$ cat config.mk
export PLATFORM = sky130hd
export DESIGN_NAME = ljsw_div_pipe
export DESIGN_NICKNAME = d
export VERILOG_FILES = /design/src/sv/ljsw_div_pipe.sv
export SDC_FILE = /design/constraint.sdc
export NUM_CORES = 2
export LEC_CHECK = 0
export ABC_AREA = 1
export BUFFER_PORTS_ARGS = -buffer_cell sky130_fd_sc_hd__buf_2
export CORE_AREA = 2 2 402 404
export DETAILED_ROUTE_END_ITERATION = 12
export DIE_AREA = 0 0 404 406
export PLACE_DENSITY = 0.45
export REMOVE_ABC_BUFFERS = 1
export SETUP_SLACK_MARGIN = 0.5
export SLEW_MARGIN = 15
export SYNTH_ARGS = -nofsm -noshare
export SYNTH_HDL_FRONTEND = slang
export SYNTH_SLANG_ARGS = --single-unit
$ cat constraint.sdc
create_clock -name i_clk -period 11.7 [get_ports i_clk]
set_clock_uncertainty 0.1 [all_clocks]
set_input_delay 1.17 -clock i_clk [delete_from_list [all_inputs] [get_ports i_clk]]
set_output_delay 1.17 -clock i_clk [all_outputs]
set_load 0.02 [all_outputs]
$ cat src/sv/ljsw_div_pipe.sv
// Pipelined restoring divider, QB/NS quotient bits per stage, one enable per stage.
// Requires the initial partial remainder to be below the divisor. No dependencies.
module ljsw_div_pipe #(
    parameter int unsigned QB = 32,
    parameter int unsigned DW = 16,
    parameter int unsigned NS = 8
) (
    input  logic          i_clk,
    input  logic [NS-1:0] i_en,
    input  logic [DW-1:0] i_rem0,
    input  logic [QB-1:0] i_lo,
    input  logic [DW-1:0] i_den,
    output logic [QB-1:0] o_quo
);
    localparam int unsigned BPS = QB / NS;

    logic [DW-1:0] r_rem [NS];
    logic [DW-1:0] r_den [NS];
    logic [QB-1:0] r_lo  [NS];
    logic [QB-1:0] r_quo [NS];

    for (genvar s = 0; s < NS; s++) begin : g_stage
        logic [DW-1:0] w_rem_in, w_den_in, v_rem;
        logic [QB-1:0] w_lo_in, w_quo_in, v_lo, v_quo;
        logic [DW:0]   v_t;

        if (s == 0) begin : g_first
            assign w_rem_in = i_rem0;
            assign w_den_in = i_den;
            assign w_lo_in  = i_lo;
            assign w_quo_in = '0;
        end else begin : g_next
            assign w_rem_in = r_rem[s-1];
            assign w_den_in = r_den[s-1];
            assign w_lo_in  = r_lo[s-1];
            assign w_quo_in = r_quo[s-1];
        end

        always_comb begin
            v_rem = w_rem_in;
            v_lo  = w_lo_in;
            v_quo = w_quo_in;
            v_t   = '0;
            for (int b = 0; b < BPS; b++) begin
                v_t  = {v_rem, v_lo[QB-1]};
                v_lo = v_lo << 1;
                if (v_t >= {1'b0, w_den_in}) begin
                    v_t   = v_t - {1'b0, w_den_in};
                    v_quo = {v_quo[QB-2:0], 1'b1};
                end else begin
                    v_quo = {v_quo[QB-2:0], 1'b0};
                end
                v_rem = v_t[DW-1:0];
            end
        end

        always_ff @(posedge i_clk) begin
            if (i_en[s]) begin
                r_rem[s] <= v_rem;
                r_den[s] <= w_den_in;
                r_lo[s]  <= v_lo;
                r_quo[s] <= v_quo;
            end
        end
    end

    assign o_quo = r_quo[NS-1];

endmodule

==> run_summary.xml <==
<?xml version="1.0" encoding="UTF-8"?>
<metrics>
  <group name="run_status">
    <metric name="outcome" unit="">finished clean</metric>
  </group>
  <group name="cells_and_area">
    <metric name="layout.cells.most_common" unit="">nand2_1</metric>
    <metric name="filler_cell_count" unit="">17221</metric>
    <metric name="multi_input_comb_area" unit="um2">28200</metric>
    <metric name="layout-area-overhead-vs-synth" unit="%">10.4</metric>
    <metric name="layout-drive-gt1-share" unit="%">6.35</metric>
    <metric name="num-nets-final" unit="">6767</metric>
    <metric name="layout_common_cells" unit="">nand2_1, inv_1, ha_1</metric>
    <metric name="finish.instance_area" unit="um2">50800</metric>
    <metric name="seqCellArea" unit="um2">14400</metric>
  </group>
  <group name="timing">
    <metric name="setup_repair_after_global_routing_missed_its_margin" unit="">no</metric>
    <metric name="period_needed" unit="ns">10.13</metric>
    <metric name="final_max_slew_viol_count" unit="">0</metric>
    <metric name="fin_crit_sh" unit="%">86.6</metric>
    <metric name="timing.final.setup_violations" unit="">0</metric>
    <metric name="tightest_slew" unit="ns">0.980</metric>
    <metric name="fmaxAchievable" unit="MHz">98.7</metric>
    <metric name="finalHoldViolCount" unit="">0</metric>
    <metric name="final.setup.tns" unit="ns">0</metric>
    <metric name="slew_headroom" unit="%">34.7</metric>
    <metric name="setup_slack" unit="ns">1.57</metric>
  </group>
  <group name="clock_network">
    <metric name="clock-sinks" unit="">480</metric>
    <metric name="worstSkewPairLatency" unit="ns">0.68</metric>
    <metric name="inserted_clock_buffers" unit="">66</metric>
    <metric name="postCtsSetupRepairBufs" unit="">0</metric>
    <metric name="htree_num_levels" unit="">3</metric>
    <metric name="cts_resized" unit="">0</metric>
    <metric name="tritoncts" unit="">yes</metric>
    <metric name="clockBufferDepth" unit="">3</metric>
    <metric name="cts_hold_buffers" unit="">0</metric>
    <metric name="root_buffer" unit="">clkbuf_16</metric>
    <metric name="clock_slew_at_reported_path_ffs" unit="ns">0.06</metric>
  </group>
  <group name="die">
    <metric name="fp.dieW" unit="um">404</metric>
    <metric name="initial_standard_cell_utilization_of_the_core" unit="%">28.8</metric>
    <metric name="die_height" unit="um">406</metric>
    <metric name="num_rows" unit="">147</metric>
    <metric name="top_level_ports" unit="">105</metric>
    <metric name="die_footprint" unit="um2">164000</metric>
    <metric name="coreArea" unit="um2">160000</metric>
  </group>
  <group name="synthesis">
    <metric name="leading_area_contributor_after_synthesis" unit="">edfxtp_1</metric>
    <metric name="synth-edff-count" unit="">480</metric>
    <metric name="yosys.cell_types.count" unit="">63</metric>
    <metric name="post-synth-top-area-fraction" unit="%">31.3</metric>
    <metric name="ys_top_cells_by_area" unit="">edfxtp_1, nand2_1, ha_1</metric>
    <metric name="postSynthCellCount" unit="">6054</metric>
    <metric name="syn_avg_cell_area" unit="um2">7.61</metric>
    <metric name="ys.flop_type" unit="">edfxtp_1</metric>
    <metric name="synth.cell_area" unit="um2">46000</metric>
    <metric name="synth-seq-area-share" unit="%">31.3</metric>
    <metric name="ys.warnings.count" unit="">0</metric>
    <metric name="synth-async-reset-ratio" unit="%">0</metric>
    <metric name="synthesized_flop_and_latch_total" unit="">480</metric>
  </group>
  <group name="setup_path">
    <metric name="setup.reg_to_reg.worst_slack" unit="ns">1.57</metric>
    <metric name="critical-path-max-stage-delay" unit="ns">0.63</metric>
    <metric name="reg2reg_from" unit="">r_den[3][8]$_DFFE_PP_</metric>
    <metric name="worst_path_most_repeated_cell" unit="">nand2_1</metric>
    <metric name="crit_arrival" unit="ns">10.53</metric>
    <metric name="timing.critical_path.required" unit="ns">12.10</metric>
    <metric name="worst_setup_path_end_kind" unit="">flip-flop</metric>
    <metric name="critical-path-slowest-cell" unit="">nor2_2</metric>
    <metric name="worst_r2r_endpoint" unit="">r_rem[4][15]$_DFFE_PP_</metric>
    <metric name="crit_path_max_fanout" unit="">27</metric>
    <metric name="path_delay_family" unit="">simple AND/OR/NAND/NOR gates</metric>
    <metric name="reg2regPathDepth" unit="">47</metric>
    <metric name="cp_num_buf_inv" unit="">5</metric>
    <metric name="criticalPathCategory" unit="">reg2reg</metric>
    <metric name="worst_setup_path_start_kind" unit="">flip-flop</metric>
  </group>
  <group name="global_routing">
    <metric name="antenna_found_initial" unit="">7</metric>
    <metric name="grt_start_max_net_pins" unit="">57</metric>
    <metric name="first_global_vias" unit="">39524</metric>
    <metric name="globalRouteOverflowTotal" unit="">0</metric>
    <metric name="grt_use_total" unit="%">18.4</metric>
    <metric name="grt_first_pass_wirelength" unit="um">233000</metric>
  </group>
  <group name="detailed_routing">
    <metric name="wire_per_inst" unit="um">18.4</metric>
    <metric name="top_layer" unit="">met5</metric>
    <metric name="antenna_left" unit="">0</metric>
    <metric name="dr_wl_met3" unit="um">5880</metric>
    <metric name="drc" unit="">0</metric>
    <metric name="violation_count_after_the_first_detailed_routing_iteration" unit="">2787</metric>
    <metric name="detailroute.wirelength.met2" unit="um">69100</metric>
    <metric name="avgViaCountPerCell" unit="">4.88</metric>
    <metric name="drt_pass1_iterations" unit="">7</metric>
    <metric name="met1Wirelength" unit="um">73000</metric>
    <metric name="route.vias.total" unit="">40495</metric>
    <metric name="drt-total-wl" unit="um">152000</metric>
  </group>
  <group name="placed_design">
    <metric name="gp_congestion" unit="">0.911</metric>
    <metric name="placement.io_buffers" unit="">104</metric>
    <metric name="dp_hpwl" unit="um">123000</metric>
    <metric name="dpl_cell_area" unit="um2">48700</metric>
    <metric name="preCtsSetupSlack" unit="ns">1.63</metric>
  </group>
  <group name="hold_path">
    <metric name="hold_path.class" unit="">reg2reg</metric>
    <metric name="depth_of_the_worst_hold_timing_path" unit="">0</metric>
    <metric name="hold_start" unit="">r_lo[4][22]$_DFFE_PP_</metric>
    <metric name="hold-path-endpoint" unit="">r_lo[5][26]$_DFFE_PP_</metric>
  </group>
  <group name="run">
    <metric name="maxCapViolCount" unit="">0</metric>
  </group>
</metrics>
==> area by class of cell <==
type                       instances  share of cell area (%)
inverter                         727                    5.37
clock inverter                    44                   0.896
tap                             2086                    5.14
multi-input combinational       4755                    55.6
antenna                            3                  0.0148
timing repair buffer             121                    1.31
sequential                       480                    28.4
clock buffer                      75                    3.36
==> worst max-delay path by stage <==
stage,cells past startpoint,to,slack (ns),from
2_1_floorplan,44,r_rem[3][13]$_DFFE_PP_,3.80,r_den[2][1]$_DFFE_PP_
3_3_place_gp,46,r_rem[4][15]$_DFFE_PP_,1.62,r_den[3][8]$_DFFE_PP_
3_5_place_dp,47,r_rem[4][11]$_DFFE_PP_,1.63,r_den[3][8]$_DFFE_PP_
4_1_cts,47,r_rem[4][11]$_DFFE_PP_,1.57,r_den[3][8]$_DFFE_PP_
5_1_grt,48,r_rem[4][7]$_DFFE_PP_,0.68,r_den[3][8]$_DFFE_PP_
6_report,47,r_rem[4][15]$_DFFE_PP_,1.57,r_den[3][8]$_DFFE_PP_
==> cells in the mapped netlist (24+ instances only) <==
| cell type | number |
|---|---|
| a21o_1 | 32 |
| a21oi_1 | 419 |
| a31oi_1 | 24 |
| buf_2 | 27 |
| buf_6 | 27 |
| edfxtp_1 | 480 |
| fa_1 | 31 |
| ha_1 | 512 |
| inv_1 | 713 |
| nand2_1 | 1854 |
| nand3_1 | 477 |
| nand3_2 | 24 |
| nand3b_1 | 31 |
| nand4_1 | 92 |
| nor2_1 | 251 |
| nor3_1 | 44 |
| o21ai_0 | 278 |
| o21ai_1 | 47 |
| xnor2_1 | 169 |
| xor2_1 | 198 |
==> through the flow <==
| stage | std cells | utilization (%) | hold slack, ns |
|---|---|---|---|
| finish | 8291 | 31.8 | 0.281 |
| global route | 8288 | 31.8 | 0.296 |
| CTS | 8288 | 31.8 | 0.279 |
| detailed placement | 8169 | 30.5 | 0.305 |
| global placement | 8169 | 30.5 | 0.300 |
| floorplan | 5962 | - | 0.300 |
==> state kept, by name (all words and copies together), names as in the netlist <==
signal / count
r_lo: 112
r_rem: 112
r_den: 112
r_quo: 144
==> logic make-up (layout without fill, tap and decap cells) <==
group | count (synthesis) | after routing | synth area share (%)
buf+inv | 819 | 967 | 7.38
compound gates | 937 | 937 | 11.4
fa+ha+maj | 543 | 543 | 15.3
simple gates | 2908 | 2908 | 27.7
xor+xnor | 367 | 367 | 6.98
flops | 480 | 480 | 31.3
other cells | 0 | 3 | 0
==> metal layers <==
metal / up-vias / GRT usage (%)
met5: - / 0
li1: 20678 / -
met1: 18726 / 25.1
met2: 880 / 30.2
met4: 2 / 5.81
met3: 209 / 2.00
Power is not shown: default switching activity piles up to over one toggle a cycle in this logic, so the estimate is an artifact.
